**src/hw/rtl/vfbs_pkg.sv**
```systemverilog
// Package of the vector field bilinear sampler.
// Holds the shared widths, command and register codes, and stage and result types.
// No dependencies.
package vfbs_pkg;

    localparam int unsigned DIM_W      = 7;   // grid_columns / grid_rows width
    localparam int unsigned CFG_IDX_W  = 1;
    localparam int unsigned IDX_W      = 17;  // linear entry index, wide enough for any depth
    localparam int unsigned FORCE_W    = 32;
    localparam int unsigned HOR_W      = 35;  // row blend after the shift
    localparam int unsigned VER_W      = 38;  // column blend after the shift
    localparam int unsigned FIFO_DEPTH = 8;
    localparam int unsigned FIFO_AW    = 3;
    localparam int unsigned USED_W     = 4;

    localparam logic [CFG_IDX_W-1:0] REG_GRID_COLUMNS = 1'b0;
    localparam logic [CFG_IDX_W-1:0] REG_GRID_ROWS    = 1'b1;

    typedef enum logic {
        CMD_LOAD   = 1'b0,
        CMD_SAMPLE = 1'b1
    } t_command;

    typedef struct packed {
        logic valid;
        logic sample;
        logic outside;
    } t_stage_ctl;

    typedef struct packed {
        logic                       outside_grid;
        logic signed [FORCE_W-1:0]  force_y;
        logic signed [FORCE_W-1:0]  force_x;
    } t_result;

    // Clamp a grid dimension to the largest size the store was built for.
    function automatic logic [DIM_W-1:0] sat_dim(input logic [DIM_W-1:0] v,
                                                 input int unsigned max_v);
        logic [DIM_W-1:0] r;
        if (32'(v) > max_v) begin
            r = DIM_W'(max_v);
        end else begin
            r = v;
        end
        return r;
    endfunction

endpackage

```
**src/hw/rtl/vfbs_blend.sv**
```systemverilog
// Bilinear blend datapath of the vector field bilinear sampler.
// Row blend, a register, then column blend with saturation to 32 bits.
// Depends on vfbs_pkg.
module vfbs_blend #(
    parameter int unsigned CELL_SHIFT = 3
) (
    input  logic                           i_clk,
    input  logic                           i_rst_n,
    input  vfbs_pkg::t_stage_ctl           i_ctl,
    input  logic [CELL_SHIFT:0]            i_rx,
    input  logic [CELL_SHIFT:0]            i_ry,
    input  logic [2*vfbs_pkg::FORCE_W-1:0] i_v00,
    input  logic [2*vfbs_pkg::FORCE_W-1:0] i_v10,
    input  logic [2*vfbs_pkg::FORCE_W-1:0] i_v01,
    input  logic [2*vfbs_pkg::FORCE_W-1:0] i_v11,
    output logic                           o_push,
    output vfbs_pkg::t_result              o_result
);
    import vfbs_pkg::*;

    localparam int unsigned WW   = CELL_SHIFT + 2;
    localparam int unsigned HP_W = FORCE_W + WW + 1;
    localparam int unsigned VP_W = HOR_W + WW + 1;
    localparam logic signed [WW-1:0] WEIGHT_ONE = WW'(2 ** CELL_SHIFT);

    function automatic logic signed [HOR_W-1:0] lerp_h(
        input logic signed [FORCE_W-1:0] a0,
        input logic signed [FORCE_W-1:0] a1,
        input logic signed [WW-1:0]      w1,
        input logic signed [WW-1:0]      w0
    );
        logic signed [FORCE_W+WW-1:0] p0, p1;
        logic signed [HP_W-1:0]       s;
        p1 = a1 * w1;
        p0 = a0 * w0;
        s  = HP_W'(p1) + HP_W'(p0);
        s  = s >>> CELL_SHIFT;
        return s[HOR_W-1:0];
    endfunction

    function automatic logic signed [VER_W-1:0] lerp_v(
        input logic signed [HOR_W-1:0] a0,
        input logic signed [HOR_W-1:0] a1,
        input logic signed [WW-1:0]    w1,
        input logic signed [WW-1:0]    w0
    );
        logic signed [HOR_W+WW-1:0] p0, p1;
        logic signed [VP_W-1:0]     s;
        p1 = a1 * w1;
        p0 = a0 * w0;
        s  = VP_W'(p1) + VP_W'(p0);
        s  = s >>> CELL_SHIFT;
        return s[VER_W-1:0];
    endfunction

    function automatic logic signed [FORCE_W-1:0] sat_force(input logic signed [VER_W-1:0] v);
        logic [VER_W-FORCE_W:0] hi;
        logic [FORCE_W-1:0]     r;
        hi = v[VER_W-1:FORCE_W-1];
        if ((&hi) || !(|hi)) begin
            r = v[FORCE_W-1:0];
        end else if (v[VER_W-1]) begin
            r = {1'b1, {(FORCE_W - 1){1'b0}}};
        end else begin
            r = {1'b0, {(FORCE_W - 1){1'b1}}};
        end
        return r;
    endfunction

    t_stage_ctl               r_ctl;
    logic [CELL_SHIFT:0]      r_ry;
    logic signed [HOR_W-1:0]  r_top_x, r_bot_x, r_top_y, r_bot_y;
    logic signed [HOR_W-1:0]  n_top_x, n_bot_x, n_top_y, n_bot_y;

    logic signed [WW-1:0]     wx, omx, wy, omy;
    logic signed [VER_W-1:0]  col_x, col_y;

    // Weights may exceed one cell, so the complementary weight can go negative.
    always_comb begin
        wx      = signed'({1'b0, i_rx});
        omx     = WEIGHT_ONE - wx;
        n_top_x = lerp_h(i_v00[FORCE_W-1:0], i_v10[FORCE_W-1:0], wx, omx);
        n_bot_x = lerp_h(i_v01[FORCE_W-1:0], i_v11[FORCE_W-1:0], wx, omx);
        n_top_y = lerp_h(i_v00[2*FORCE_W-1:FORCE_W], i_v10[2*FORCE_W-1:FORCE_W], wx, omx);
        n_bot_y = lerp_h(i_v01[2*FORCE_W-1:FORCE_W], i_v11[2*FORCE_W-1:FORCE_W], wx, omx);
    end

    always_ff @(posedge i_clk) begin
        if (!i_rst_n) begin
            r_ctl <= '0;
        end else begin
            r_ctl <= i_ctl;
        end
    end

    always_ff @(posedge i_clk) begin
        r_ry    <= i_ry;
        r_top_x <= n_top_x;
        r_bot_x <= n_bot_x;
        r_top_y <= n_top_y;
        r_bot_y <= n_bot_y;
    end

    always_comb begin
        wy    = signed'({1'b0, r_ry});
        omy   = WEIGHT_ONE - wy;
        col_x = lerp_v(r_top_x, r_bot_x, wy, omy);
        col_y = lerp_v(r_top_y, r_bot_y, wy, omy);
        o_result = '0;
        if (r_ctl.sample) begin
            if (r_ctl.outside) begin
                o_result.outside_grid = 1'b1;
            end else begin
                o_result.force_x = sat_force(col_x);
                o_result.force_y = sat_force(col_y);
            end
        end
    end

    assign o_push = r_ctl.valid;

endmodule

```
**config.mk**
```make
export PLATFORM = sky130hd
export DESIGN_NAME = vfbs_blend
export DESIGN_NICKNAME = d
export VERILOG_FILES = /design/src/hw/rtl/vfbs_pkg.sv /design/src/hw/rtl/vfbs_blend.sv
export SDC_FILE = /design/constraint.sdc
export NUM_CORES = 2
export LEC_CHECK = 0
export BUFFER_PORTS_ARGS = -buffer_cell sky130_fd_sc_hd__clkbuf_2
export CAP_MARGIN = 20
export CORE_AREA = 2 2 439 441
export DETAILED_ROUTE_END_ITERATION = 6
export DIE_AREA = 0 0 441 443
export PLACE_DENSITY = 0.52
export SYNTH_ARGS = -nofsm -noshare
export SYNTH_HDL_FRONTEND = slang
export SYNTH_SLANG_ARGS = --single-unit
```
**constraint.sdc**
```tcl
create_clock -name i_clk -period 8.7 [get_ports i_clk]
set_clock_uncertainty 0.15 [all_clocks]
set_input_delay 0.435 -clock i_clk [delete_from_list [all_inputs] [get_ports i_clk]]
set_output_delay 0.435 -clock i_clk [all_outputs]
set_load 0.02 [all_outputs]
```
==> impl_results.md <==
* CTS root buf: clkbuf_16
* Initial Util at 0.3466
* DR WL/cell at 18.58 um
* Library cells used by synthesis at 83
* Die Y at 443 um
* Post-synthesis register bit count at 147
* Drt pass-1 iters at 5
* Vias in the first global route at 52304
* Initial detailed-routing violation count at 2390
* Clk slew on worst S/H paths at 0.08 ns
* Highest clock rate at 121.0 MHz
* Ports at 335
* H-tree levels at 4
* Mapped cell area at 0.06626 mm2
* Longest Clk Path Bufs at 2
* Slowest stage delay, CP at 0.53 ns
* Tcrit/Tclk final at 0.9499
* Required time worst endpoint at 8.12 ns
* DR vias/cell at 4.784
* Startpoint class of the critical path: flop
* Core Region at 0.1912 mm2
* Post-synth top flop: dfxtp_1
* TNS Setup at 0 ns
* Worst Setup End Kind: output port
* Worst-Margin Slew at 0.9625 ns
* Number of flops mapped to enable cells by yosys at 0
* Largest net degree at the start of global routing at 97
* Crit Path Category: flop to output port
* Endpoints failing setup at 0
* Mapped Cells at 7473
* Drc violations at 0
* Routed Antenna Nets at 0
* Maxcap violations at 0
* # rows at 161
* Syn nets at 9862
* Delay-heaviest family, CP: adder cells
* Die span in x at 441 um
* Via count at 48958
* Run status: finished clean
* Port Buffer Count at 334
* Sum of buffers and inverters on the critical path at 6
* Most used cell, CP: fa_1
* Fraction of layout cells with a size suffix above 1 at 0.08768
* Final hold violation count at 0
* Synth top area cells: fa_1 (44%), ha_1 (13%), inv_1 (9.8%)
* First-pass GRT wire length at 301.5 mm
* Average cell area after synthesis at 8.867 um2
* Commonest cells after routing, fill and taps aside: inv_1 (1733), fa_1 (1440), nand2_1 (932)
* Initial antenna violation count at 78
* CP Max Fanout at 35
* Post-DP HPWL at 163.8 mm
* Total die area at 0.1954 mm2
* GP Congestion at 0.8854
* Unrepaired setup endpoints after global routing: false
* Worst rel slew slack at 0.3583
* Async set-or-reset flop fraction in the synthesized netlist at 0
* Post-synth top area share at 0.4351
* Routed Wire Length at 190.2 mm
* Worst Path Arrival at 7.68 ns
* Crit path max-delay cell type: fa_1
* Num CTS Buffers at 17
* Area grow syn2layout at 8.106%
* Yosys top cell by area: fa_1
* Max-slew violation count at 0
* Worst min path class: input pin to flop
* CTS tree: done
* Seq/Total Area, Yosys at 0.04441
* Synth warn at 0
* GRT Util Overall at 0.1979
* Commonest non-fill, non-tap cell in the layout: inv_1
* Total gr overflow at 0
* Final Critical Period at 8.264 ns
* Final nets at 10040
* CTS sink cnt at 147
-- layer usage --
layer,track usage,share of wire,vias to the layer above
met3,0.02488,0.048,194
li1,-,-,22889
met5,0,0.00070,-
met4,0.06864,0.034,20
met2,0.2936,0.43,1028
met1,0.2946,0.49,24827
-- timing repair --
item	CTS	global route
resized for setup	1	13
endpoints found under the hold margin	7	0
gates cloned	0	2
pin swaps	0	1
setup endpoints to repair	31	62
hold buffers	10	0
buffers inserted	0	4
-- Yosys cell counts (71+ instances only) --
cell	count
dfxtp_1	147
a21oi_1	202
a21o_1	100
nand2_1	932
o21ai_0	89
xor2_1	71
fa_1	1440
xnor2_1	165
inv_1	1733
ha_1	680
or2_2	139
and2_1	773
nor2_1	168
clkbuf_1	227
-- cells by family after synthesis --
group           share of synthesized area
compound gates                    0.06517
xor+xnor                          0.03119
fa+ha+maj                          0.5635
buf+inv                            0.1134
flops                             0.04441
mux                             0.0004532
simple gates                       0.1819
-- registers in the layout, indices dropped and copies added (netlist names) --
name and flops:
o_push 1, r_bot_x 35, r_bot_y 35, r_ctl 2
r_ry 4, r_top_x 35, r_top_y 35
-- area by class of cell --
type | instances | area [um2]
antenna | 44 | 110.1
clock buffer | 17 | 425.4
clock inverter | 15 | 136.4
fill | 19535 | 119500
inverter | 1733 | 6505
multi-input combinational | 5343 | 55960
sequential | 147 | 2950
tap | 2526 | 3161
timing repair buffer | 409 | 2387
-- path summary, 6_finish.rpt --
path	from	end	slack [ns]	depth (start not counted)
worst max-delay path	r_ry[2]	o_result[4]	0.44	25
worst min-delay path	i_v10[32]	r_top_y[2]	0.35	4
-- stage by stage --
stage / setup WS, ns / hold slack, ns / cells / cell area, um2 / util
after floorplan: 1.054 / 0.3127 / 7473 / 66260 / -
final: 0.4355 / 0.3458 / 10234 / 71630 / 0.3747
after CTS: 0.03859 / 0.3204 / 10183 / 71370 / 0.3733
after global routing: 0.04337 / 0.4102 / 10227 / 71610 / 0.3746
after detailed placement: 0.5377 / 0.3959 / 10141 / 70710 / 0.3699
after global placement: 0.6520 / 0.3948 / 10141 / 70710 / 0.3699
Power is left out: the tool's default activity adds up to more than one toggle a clock period on the data nets, which glitch-free logic cannot reach.
