`src/hw/rtl/vfbs_pkg.sv`:
```
// Package of the vector field bilinear sampler.
// Holds the shared widths, command and register codes, and stage and result types.
// No dependencies.
package vfbs_pkg;

    localparam int unsigned DIM_W      = 7;   // grid_columns / grid_rows width
    localparam int unsigned CFG_IDX_W  = 1;
    localparam int unsigned IDX_W      = 17;  // linear entry index, wide enough for any depth
    localparam int unsigned FORCE_W    = 32;
    localparam int unsigned HOR_W      = 35;  // row blend after the shift
    localparam int unsigned VER_W      = 38;  // column blend after the shift
    localparam int unsigned FIFO_DEPTH = 8;
    localparam int unsigned FIFO_AW    = 3;
    localparam int unsigned USED_W     = 4;

    localparam logic [CFG_IDX_W-1:0] REG_GRID_COLUMNS = 1'b0;
    localparam logic [CFG_IDX_W-1:0] REG_GRID_ROWS    = 1'b1;

    typedef enum logic {
        CMD_LOAD   = 1'b0,
        CMD_SAMPLE = 1'b1
    } t_command;

    typedef struct packed {
        logic valid;
        logic sample;
        logic outside;
    } t_stage_ctl;

    typedef struct packed {
        logic                       outside_grid;
        logic signed [FORCE_W-1:0]  force_y;
        logic signed [FORCE_W-1:0]  force_x;
    } t_result;

    // Clamp a grid dimension to the largest size the store was built for.
    function automatic logic [DIM_W-1:0] sat_dim(input logic [DIM_W-1:0] v,
                                                 input int unsigned max_v);
        logic [DIM_W-1:0] r;
        if (32'(v) > max_v) begin
            r = DIM_W'(max_v);
        end else begin
            r = v;
        end
        return r;
    endfunction

endpackage

```
`src/hw/rtl/vfbs_out_fifo.sv`:
```
// Result queue of the vector field bilinear sampler.
// Decouples the fixed-latency pipeline from output back-pressure.
// Depends on vfbs_pkg.
module vfbs_out_fifo (
    input  logic              i_clk,
    input  logic              i_rst_n,
    input  logic              i_push,
    input  vfbs_pkg::t_result i_data,
    input  logic              i_pop,
    output logic              o_valid,
    output vfbs_pkg::t_result o_data
);
    import vfbs_pkg::*;

    t_result              r_mem [FIFO_DEPTH];
    logic [FIFO_AW-1:0]   r_wr_ptr, r_rd_ptr;
    logic [USED_W-1:0]    r_count;

    always_ff @(posedge i_clk) begin
        if (!i_rst_n) begin
            r_wr_ptr <= '0;
            r_rd_ptr <= '0;
            r_count  <= '0;
        end else begin
            if (i_push) begin
                r_wr_ptr <= r_wr_ptr + FIFO_AW'(1);
            end
            if (i_pop) begin
                r_rd_ptr <= r_rd_ptr + FIFO_AW'(1);
            end
            case ({i_push, i_pop})
                2'b10:   r_count <= r_count + USED_W'(1);
                2'b01:   r_count <= r_count - USED_W'(1);
                default: r_count <= r_count;
            endcase
        end
    end

    always_ff @(posedge i_clk) begin
        if (i_push) begin
            r_mem[r_wr_ptr] <= i_data;
        end
    end

    assign o_valid = (r_count != '0);
    assign o_data  = r_mem[r_rd_ptr];

endmodule

```
`config.mk`:
```
export PLATFORM = sky130hd
export DESIGN_NAME = vfbs_out_fifo
export DESIGN_NICKNAME = d
export VERILOG_FILES = /design/src/hw/rtl/vfbs_pkg.sv /design/src/hw/rtl/vfbs_out_fifo.sv
export SDC_FILE = /design/constraint.sdc
export NUM_CORES = 1
export LEC_CHECK = 0
export ABC_AREA = 1
export CAP_MARGIN = 20
export CORE_MARGIN = 4
export CORE_UTILIZATION = 57
export DETAILED_ROUTE_END_ITERATION = 7
export DONT_BUFFER_PORTS = 1
export GPL_TIMING_DRIVEN = 0
export PLACE_DENSITY = 0.75
export SETUP_SLACK_MARGIN = 0.2
export SYNTH_ARGS = -nofsm -noshare
export SYNTH_HDL_FRONTEND = slang
export SYNTH_SLANG_ARGS = --single-unit
```
`constraint.sdc`:
```
create_clock -name i_clk -period 4.5 [get_ports i_clk]
set_input_delay 0.9 -clock i_clk [delete_from_list [all_inputs] [get_ports i_clk]]
set_output_delay 0.9 -clock i_clk [all_outputs]
set_load 0.02 [all_outputs]
```
==> results of run 1 <==
[cells by family (layout without fill, tap and decap cells)]
group	after synthesis	count (layout)	synth area share [%]
AND/OR/NAND/NOR	489	489	8.850
AO/OA/AOI/OAI	342	342	8.598
adder cells (fa/ha/maj)	5	5	0.3000
XOR/XNOR	3	3	0.1260
multiplexers	65	65	3.120
buffers and inverters	110	213	2.874
flip-flops	533	533	76.13
[final cells by class]
type / count / share of cell area [%]
plain buffers: 93 / 2.276
flip-flops and latches: 533 / 67.78
clock buffers: 65 / 5.855
multi-input cells: 904 / 18.95
repair buffers: 16 / 1.400
clock inverters: 22 / 0.9936
well taps: 461 / 2.463
inverters: 17 / 0.2831
[metrics by stage]
stage	worst slack [ns]	std cells	cell area (µm²)	util [%]	power, W
finish	0.8925	2111	23420	65.37	0.01075
global route	0.7737	2111	23420	65.37	0.01114
CTS	0.8432	2111	23420	65.37	0.01082
detailed placement	1.512	2024	21820	60.89	0.006720
global placement	-2.011	2008	21430	59.81	0.006683
floorplan	-0.003335	1547	20850	-	0.006432
[path summary, 6_finish.rpt]
check | from | end | depth (start not counted)
setup reg to reg | r_wr_ptr[0] | r_mem[2][39] | 4
hold / removal | i_data[13] | r_mem[3][13] | 0
hold reg to reg | r_wr_ptr[0] | r_wr_ptr[0] | 2
setup / recovery | flop | o_data[8] | 7
[metal layers]
metal	wire length (µm)	track usage, %	vias up
met5	0	0	-
met1	18650	31.46	6150
met3	4006	5.379	93
li1	-	-	5752
met4	1321	7.852	0
met2	22450	37.91	505
[sequential cells by signal, summed over array words and instances (netlist names), named ones only]
register and flops:
r_mem 520, r_wr_ptr 3, r_count 4, r_rd_ptr 3
[critical path: cells and delay by family, from the launching register on]
family,cells,cell delay [ns]
AND/OR/NAND/NOR,2,0.33
flip-flops,1,0.30
buffers and inverters,3,1.03
AO/OA/AOI/OAI,2,0.47
[report_power, final]
group | switching [W] | internal [W]
registers | 0.0000279 | 0.00557
clock network | 0.00172 | 0.00242
logic | 0.000730 | 0.000286
[cell usage after synthesis]
cell type | n | area share (%)
o21ai_0 | 175 | 4.2
buf_2 | 23 | 0.55
inv_4 | 1 | 0.030
clkbuf_1 | 41 | 0.74
o22ai_1 | 65 | 2.0
ha_1 | 5 | 0.30
mux2i_1 | 65 | 3.1
nand3_1 | 4 | 0.096
a21oi_1 | 10 | 0.24
inv_1 | 16 | 0.29
dfxtp_1 | 13 | 1.2
xnor2_1 | 3 | 0.13
buf_1 | 11 | 0.20
buf_4 | 4 | 0.14
o21ai_1 | 92 | 2.2
buf_12 | 1 | 0.096
nand4_1 | 1 | 0.030
edfxtp_1 | 520 | 75
buf_8 | 7 | 0.50
or2_2 | 1 | 0.030
nand2_1 | 210 | 3.8
buf_6 | 6 | 0.32
nor2_1 | 273 | 4.9
==> impl_metrics.toml, run 1 <==
[clock_network]
cts_tree = "built"
clk_latency_ns = 0.58
cts_inserted_buffers = 52
cts.repair.resized = 0
clock_sinks = 533
clockBufferDepth = 3
ctsRootBufferMaster = "clkbuf_16"
hold_buffers = 0
path_clk_slew_ns = 0.06
postCtsSetupBuffers = 0
htreeDepth = 2

[routing]
drc_errors = 0
wire_per_inst_um = 21.99
dr.pass1.iters = 6
wl_mm = 46.42
avgViaCountPerCell = 5.921
vias = 12500
drt_iter0_markers = 1253
ant_nets = 0

[power_and_ir_drop]
p_leak_nw = 7.886
power.density_nw_per_um2 = 459.2
ir_worst_vdd_mv = 0.3650

[floorplan]
ioPinCount = 135
start_util_pct = 58.20
die_h_um = 199.3
die_area_um2 = 39710
rows = 69
coreArea_um2 = 35830
die_w_um = 199.3

[logic_synthesis]
synth_seq_cells = 533
synth_cell_types = 23
syn-num-nets = 1621
yosysWarnings = 0
ys_seq_area_share_pct = 76.13
syn_inst = 1547
synthesis.area_um2 = 20850
syn_area_per_cell_um2 = 13.48

[global_route]
grt_pass1_wl_mm = 70.74
grt_max_degree = 31
grtUsageTotal_pct = 23.28
grt.overflow.total = 0
antenna_found_initial = 0
grt_pass1_vias = 12430

[min_path]
hp-class = "primary input to flop"

[sta]
fin_setup_tns_ns = 0
fmax_mhz = 277.2
tightest_slew_ns = 1.069
fin_crit_sh_pct = 80.17
rsz0062_at_grt = "false"
hold_slack_ns = 0.4132
setup_viol = 0
period_minus_slack_ns = 3.607
skew_ns = 0.01167
final_max_slew_viol_count = 0
hold_viol_final = 0
max_slew_margin_pct = 28.71

[final_layout]
layout.nets = 1691
most-common-layout-cells = "520 x edfxtp_1, 265 x nor2_1, 210 x nand2_1"
n_antenna_cell = 0
fillerInstances = 2426
layout_commonest_cell = "edfxtp_1"
register_area_um2 = 15880
multi_input_area_um2 = 4438
syn_to_final_growth_pct = 12.32
layout-drive-gt1-share_pct = 8.182

[worst_setup_path]
crit_top_cell = "nand2_1"
worstPathMaxFanout = 10
r2r_setup_slack_ns = 2.38
path_class = "flop to primary output"
critPathCaptureType = "primary output"
worstPathRequired_ns = 3.60
arrival_ns = 2.71
cp_slowest_stage_delay_ns = 0.42
path_cells = "buf_2, buf_4, clkbuf_1, o21ai_0, o21ai_1, nand2_1, nand2_1"
cp_slowest_cell = "clkbuf_1"
cp-start-kind = "flop"

[place]
dp_hpwl_mm = 30.03
gp_congestion = 0.7986
port_buffers = 0

[run_status]
status = "finished clean"

[run]
max_cap_viol_count = 0
Power figures use the tool's default switching activity.
==> inputs of run 2 (changes only) <==
--- a/config.mk
+++ b/config.mk
@@ -5,14 +5,14 @@
 export SDC_FILE = /design/constraint.sdc
 export NUM_CORES = 1
 export LEC_CHECK = 0
-export ABC_AREA = 1
+export ABC_AREA = 0
 export CAP_MARGIN = 20
 export CORE_MARGIN = 4
-export CORE_UTILIZATION = 57
+export CORE_UTILIZATION = 63
 export DETAILED_ROUTE_END_ITERATION = 7
 export DONT_BUFFER_PORTS = 1
 export GPL_TIMING_DRIVEN = 0
-export PLACE_DENSITY = 0.75
+export PLACE_DENSITY = 0.79
 export SETUP_SLACK_MARGIN = 0.2
 export SYNTH_ARGS = -nofsm -noshare
 export SYNTH_HDL_FRONTEND = slang
==> constraint.sdc (replaced) <==
create_clock -name i_clk -period 3.6 [get_ports i_clk]
set_input_delay 0.72 -clock i_clk [delete_from_list [all_inputs] [get_ports i_clk]]
set_output_delay 0.72 -clock i_clk [all_outputs]
set_load 0.02 [all_outputs]
==> run 2 against run 1 <==
Clock skew rose by 0.0090 ns. Sequential power increased by 26%. Largest cell class unchanged. Critical endpoint is now o_data[50]. Clock-buffer cell count decreased by 3.
==> impl_metrics.toml, run 2 <==
[final_layout]
layout.nets = 973
reg.largest.list = "r_mem x520, r_count x4"
fin_area_um2 = 23050
register_area_um2 = 15880
top_register = "r_mem"
layout-drive-gt1-share_pct = 35.39
most-common-layout-cells = "520 x edfxtp_1, 130 x mux4_2, 66 x mux2_2"
largest_register_ffs = 520
layout_commonest_cell = "edfxtp_1"
n_antenna_cell = 0
multi_input_area_um2 = 4101
syn_to_final_growth_pct = 14.41
fillerInstances = 1639
final_cells = 1340

[worst_setup_path]
r2r_end = "r_mem[4][43]"
worstPathMaxFanout = 10
worstPathRequired_ns = 2.88
timing.rr.start = "r_wr_ptr[2]"
critPathCaptureType = "primary output"
r2r_setup_slack_ns = 1.37
path_class = "flop to primary output"
arrival_ns = 2.61
cp-start-kind = "flop"
ff2ff_path_depth = 5

[logic_synthesis]
syn_inst = 820
synthTopCellsByArea = "edfxtp_1 78%, mux4_2 15%, mux2_2 3.7%, dfxtp_1 1.3%, buf_6 0.61%"
synth_seq_cells = 533
syn_area_per_cell_um2 = 24.56
synthAdderAreaFrac_pct = 0.3106
synthArstFlopShare_pct = 0
yosysWarnings = 0
ys_seq_area_share_pct = 78.81
synth_edf_count = 520
synth_top_family_by_area = "multiplexers"
syn-num-nets = 894
synth.most_common_cell = "edfxtp_1"
synth_top_area_share_pct = 77.52
synth_compound_area_share_pct = 0.1739
yosysTopAreaCell = "edfxtp_1"
synthXorXnorAreaFrac_pct = 0.3044
synth_common_cells = "520 x edfxtp_1, 130 x mux4_2, 66 x mux2_2, 18 x clkbuf_1, 13 x dfxtp_1"
synth_cell_types = 27
synth_flop_cell = "edfxtp_1"
synth_mux_area_share_pct = 18.42
synthesis.area_um2 = 20140
yosys.area_share.simple_pct = 0.8137

[place]
dp_cells = 1248
post-place-ws_ns = 0.7358
dp_hpwl_mm = 24.45
gp_congestion = 0.7352
dpl_cell_area_um2 = 21320
port_buffers = 0

[power_and_ir_drop]
p_seq_share_pct = 51.9
clkPwrFrac_pct = 39.8
power.density_nw_per_um2 = 588.3
ir_worst_vdd_mv = 0.4208
p_int_w = 0.01070
p_sw_share_pct = 21.06
p_sw_w = 0.002856
p_leak_nw = 7.168
combPwrFrac_pct = 8.3

[clock_network]
postCtsSetupBuffers = 0
cts_tree = "built"
clock_sinks = 533
htreeDepth = 2
hold_buffers = 0
ctsRootBufferMaster = "clkbuf_16"
clockBufferDepth = 3
path_clk_slew_ns = 0.07
clk_latency_ns = 0.56
cts_inserted_buffers = 51

[global_route]
antenna_found_initial = 0
grtUsageTotal_pct = 23.86
grt_pass1_wl_mm = 61.62
grt_pass1_vias = 9496
grt.overflow.total = 0
grt_max_degree = 25

[routing]
wire_per_inst_um = 30.53
drt_iter0_markers = 755
ant_nets = 0
dr.pass1.iters = 5
wl_mm = 40.91
avgViaCountPerCell = 6.561
drc_errors = 0
vias = 8792

[floorplan]
coreArea_um2 = 31560
ioPinCount = 135
die_w_um = 186.8
die_h_um = 186.8
die_area_um2 = 34900
rows = 65
start_util_pct = 63.83

[sta]
fin_crit_sh_pct = 92.39
setup_viol = 0
rsz0062_at_grt = "true"
tightest_slew_ns = 0.9506
layout_setup_ws_ns = 0.2740
hold_viol_final = 0
fmax_mhz = 300.7
period_minus_slack_ns = 3.326
skew_ns = 0.02066
max_slew_margin_pct = 36.47
final_max_slew_viol_count = 0

[min_path]
worstHoldPathCells = 0
worst_hold_path.endpoint = "r_mem[0][11]"
hp-class = "primary input to flop"
min_from = "i_data[11]"

[run]
max_cap_viol_count = 0

[run_status]
status = "finished clean"
## run 2: cell families (layout without fill, tap and decap cells)
family | count (synthesis) | after routing
AOI/OAI and AO/OA | 5 | 5
muxes | 200 | 200
buffers and inverters | 39 | 157
xor gates and xnor gates | 7 | 7
adders and majority gates | 5 | 5
DFF | 533 | 533
and+or+nand+nor | 31 | 31
## run 2: repair_timing
item | 4_1_cts | 5_1_grt
gates resized for setup | 3 | 10
setup endpoints to repair | 23 | 38
hold endpoints to repair | 0 | 0
## run 2: through the flow
| step | TNS, ns | utilization, % | power [W] | hold slack [ns] |
|---|---|---|---|---|
| global route | 0 | 73.03 | 0.01400 | 0.2204 |
| floorplan | -202.15 | - | 0.007989 | 0.4371 |
| CTS | 0 | 73.01 | 0.01364 | 0.2257 |
| finish | 0 | 73.03 | 0.01356 | 0.2486 |
| detailed placement | 0 | 67.58 | 0.008302 | 0.4817 |
| global placement | -1598.39 | 65.46 | 0.008202 | 0.4551 |
## run 2: cell type report
| cell class | count | area share, % |
|---|---|---|
| clock inverters | 30 | 1.439 |
| well taps | 402 | 2.183 |
| flip-flops and latches | 533 | 68.89 |
| inverters | 1 | 0.01629 |
| repair buffers | 26 | 2.649 |
| plain buffers | 38 | 1.048 |
| clock buffers | 62 | 5.983 |
| multi-input cells | 248 | 17.80 |
## run 2: power groups by stage
stage | combinational, W | clock [W] | sequential, W
after floorplan | 0.000834 | 0 | 0.00715
after detailed placement | 0.00114 | 0 | 0.00717
after CTS | 0.00115 | 0.00546 | 0.00704
after global routing | 0.00120 | 0.00576 | 0.00704
after global placement | 0.00103 | 0 | 0.00717
final | 0.00113 | 0.00539 | 0.00704
## run 2: worst max-delay path, cell delays in order (launching register included)
cell and delay, ns:
dfxtp_1 0.36, buf_2 0.30, buf_1 0.61, mux4_2 0.42, mux2_2 0.36
## run 2: worst max-delay path by stage
stage	from	endpoint	slack, ns	depth (start not counted)
2_1_floorplan	i_push	r_mem[1][0]	-0.46	2
3_3_place_gp	i_push	r_mem[1][39]	-3.24	2
3_5_place_dp	flop	o_data[14]	0.74	3
4_1_cts	flop	o_data[32]	0.20	4
5_1_grt	flop	o_data[52]	0.19	4
6_report	flop	o_data[50]	0.27	4
## run 2: routing by layer
layer	track usage [%]	vias up	wire (µm)
met5	0	-	0
met4	5.631	0	757
met3	5.898	59	3178
met2	40.30	349	21220
met1	32.35	4722	15750
li1	-	3662	-
==> inputs of run 3 (changes only) <==
--- a/config.mk
+++ b/config.mk
@@ -6,14 +6,13 @@
 export NUM_CORES = 1
 export LEC_CHECK = 0
 export ABC_AREA = 0
+export BUFFER_PORTS_ARGS = -buffer_cell sky130_fd_sc_hd__buf_2
 export CAP_MARGIN = 20
 export CORE_MARGIN = 4
-export CORE_UTILIZATION = 63
+export CORE_UTILIZATION = 60
 export DETAILED_ROUTE_END_ITERATION = 7
-export DONT_BUFFER_PORTS = 1
 export GPL_TIMING_DRIVEN = 0
 export PLACE_DENSITY = 0.79
-export SETUP_SLACK_MARGIN = 0.2
 export SYNTH_ARGS = -nofsm -noshare
 export SYNTH_HDL_FRONTEND = slang
 export SYNTH_SLANG_ARGS = --single-unit
==> run 3 against run 2 <==
Critical path depth rose by 1. Routed wire length fell by 3.2%. Sequential power barely moved. Flip-flop and latch count did not move. Clock skew rose by 0.00081 ns. Sequential share of layout area fell by 1.6 points. Non-clock buffer count rose by 132. Highest routed layer is now met5.
==> impl_metrics.toml, run 3 (synthesis gave the netlist of run 2 again) <==
[sta]
hold_viol_final = 0
skew_ns = 0.02146
period_minus_slack_ns = 3.502
layout_setup_ws_ns = 0.09850
rsz0062_at_grt = "false"
fmax_mhz = 285.6
fin_crit_sh_pct = 97.26
setup_viol = 0
tightest_slew_ns = 0.9232
final_max_slew_viol_count = 0
max_slew_margin_pct = 38.31

[clock_network]
ctsRootBufferMaster = "clkbuf_16"
cts_inserted_buffers = 52
path_clk_slew_ns = 0.07
cts_tree = "built"
clockBufferDepth = 3
clk_latency_ns = 0.55
postCtsSetupBuffers = 0
clock_sinks = 533
htreeDepth = 2

[final_layout]
n_antenna_cell = 0
layout.nets = 1106
largest_register_ffs = 520
top_register = "r_mem"
syn_to_final_growth_pct = 17.19
post-route-util_pct = 71.83
most-common-layout-cells = "520 x edfxtp_1, 138 x buf_2, 130 x mux4_2"
fillerInstances = 1886
layout-drive-gt1-share_pct = 41.48
layout_commonest_cell = "edfxtp_1"
reg.largest.list = "r_mem x520, r_count x4"

[power_and_ir_drop]
p_leak_nw = 7.579
ir_worst_vdd_mv = 0.4237
power.density_nw_per_um2 = 570.9

[worst_setup_path]
worstPathRequired_ns = 2.88
worstPathMaxFanout = 10
critPathCaptureType = "primary output"
cp-start-kind = "flop"
r2r_end = "r_mem[3][33]"
arrival_ns = 2.78
ff2ff_path_depth = 4
path_class = "flop to primary output"
r2r_setup_slack_ns = 1.20
timing.rr.start = "r_wr_ptr[1]"

[routing]
wire_per_inst_um = 26.23
drc_errors = 0
drt_iter0_markers = 786
wl_mm = 39.60
ant_nets = 0
dr.pass1.iters = 5
vias = 9134
avgViaCountPerCell = 6.049

[global_route]
grt_pass1_wl_mm = 60.30
grt_pass1_vias = 9820
grtUsageTotal_pct = 22.20
grt_max_degree = 26
antenna_found_initial = 7
grt.overflow.total = 0

[place]
post-place-ws_ns = 0.6167
gp_congestion = 0.7129
port_buffers = 134
dp_hpwl_mm = 24.40

[floorplan]
die_w_um = 191.2
rows = 66
coreArea_um2 = 32870
start_util_pct = 61.29
ioPinCount = 135
die_h_um = 191.2
die_area_um2 = 36570

[run_status]
status = "finished clean"

[run]
max_cap_viol_count = 0

[min_path]
min_from = "i_rst_n"
hp-class = "primary input to flop"
worst_hold_path.endpoint = "r_count[2]"
worstHoldPathCells = 2
## run 3: changes by cell type in the layout (fill, tap and decap cells not counted), sizes merged
cell,change
buf,+135
bufinv,-2
clkbuf,+1
clkinv,-3
inv,-1
## run 3: per-stage QoR
step	instance area [µm²]	hold slack (ns)	power [W]	setup TNS, ns	instances
after floorplan	20150	0.4371	0.007989	-202.15	820
after global placement	21380	0.4491	0.008399	-1605.03	1396
after detailed placement	21990	0.4728	0.008466	0	1421
after CTS	23610	0.4161	0.01359	0	1511
after global routing	23610	0.4142	0.01395	0	1510
final	23610	0.4325	0.01348	0	1510
## run 3: worst max-delay path: stages (launching register included)
cell	delay, ns
dfxtp_1	0.38
buf_2	0.30
clkbuf_1	0.65
mux4_2	0.42
mux2_2	0.31
buf_2	0.17
## run 3: worst max-delay path by stage
| stage | endpoint | slack, ns | depth (start not counted) |
|---|---|---|---|
| 6_report | o_data[13] | 0.1 | 5 |
| 4_1_cts | o_data[18] | 0.01 | 4 |
| 3_3_place_gp | r_mem[2][35] | -3.36 | 3 |
| 5_1_grt | o_data[13] | 0.03 | 5 |
| 3_5_place_dp | o_data[18] | 0.62 | 4 |
| 2_1_floorplan | r_mem[1][0] | -0.46 | 2 |
## run 3: per-layer routing
metal / track usage, % / vias up / wire length [µm]
met5: 0 / - / 87
li1: - / 3927 / -
met2: 37.64 / 317 / 20510
met1: 31.11 / 4808 / 15910
met3: 3.853 / 68 / 2403
met4: 4.862 / 14 / 689
## run 3: power breakdown
part           internal [W]  switching, W
sequential          0.00698     0.0000513
clock               0.00304       0.00212
combinational      0.000587      0.000707
## run 3: timing repair
action | 4_1_cts | 5_1_grt
gates resized for setup | 0 | 0
hold buffers | 0 | 0
endpoints found under the setup margin | 0 | 2
## run 3: layout make-up
type | instances | area [µm²] | share of cell area, %
Sequential cell | 533 | 15880 | 67.25
Multi-Input combinational cell | 248 | 4101 | 17.37
Clock buffer | 66 | 1375 | 5.825
Timing Repair Buffer | 159 | 1229 | 5.205
Tap cell | 442 | 553.0 | 2.343
Clock inverter | 24 | 242.7 | 1.028
Buffer | 37 | 226.5 | 0.9593
Inverter | 1 | 3.754 | 0.01590
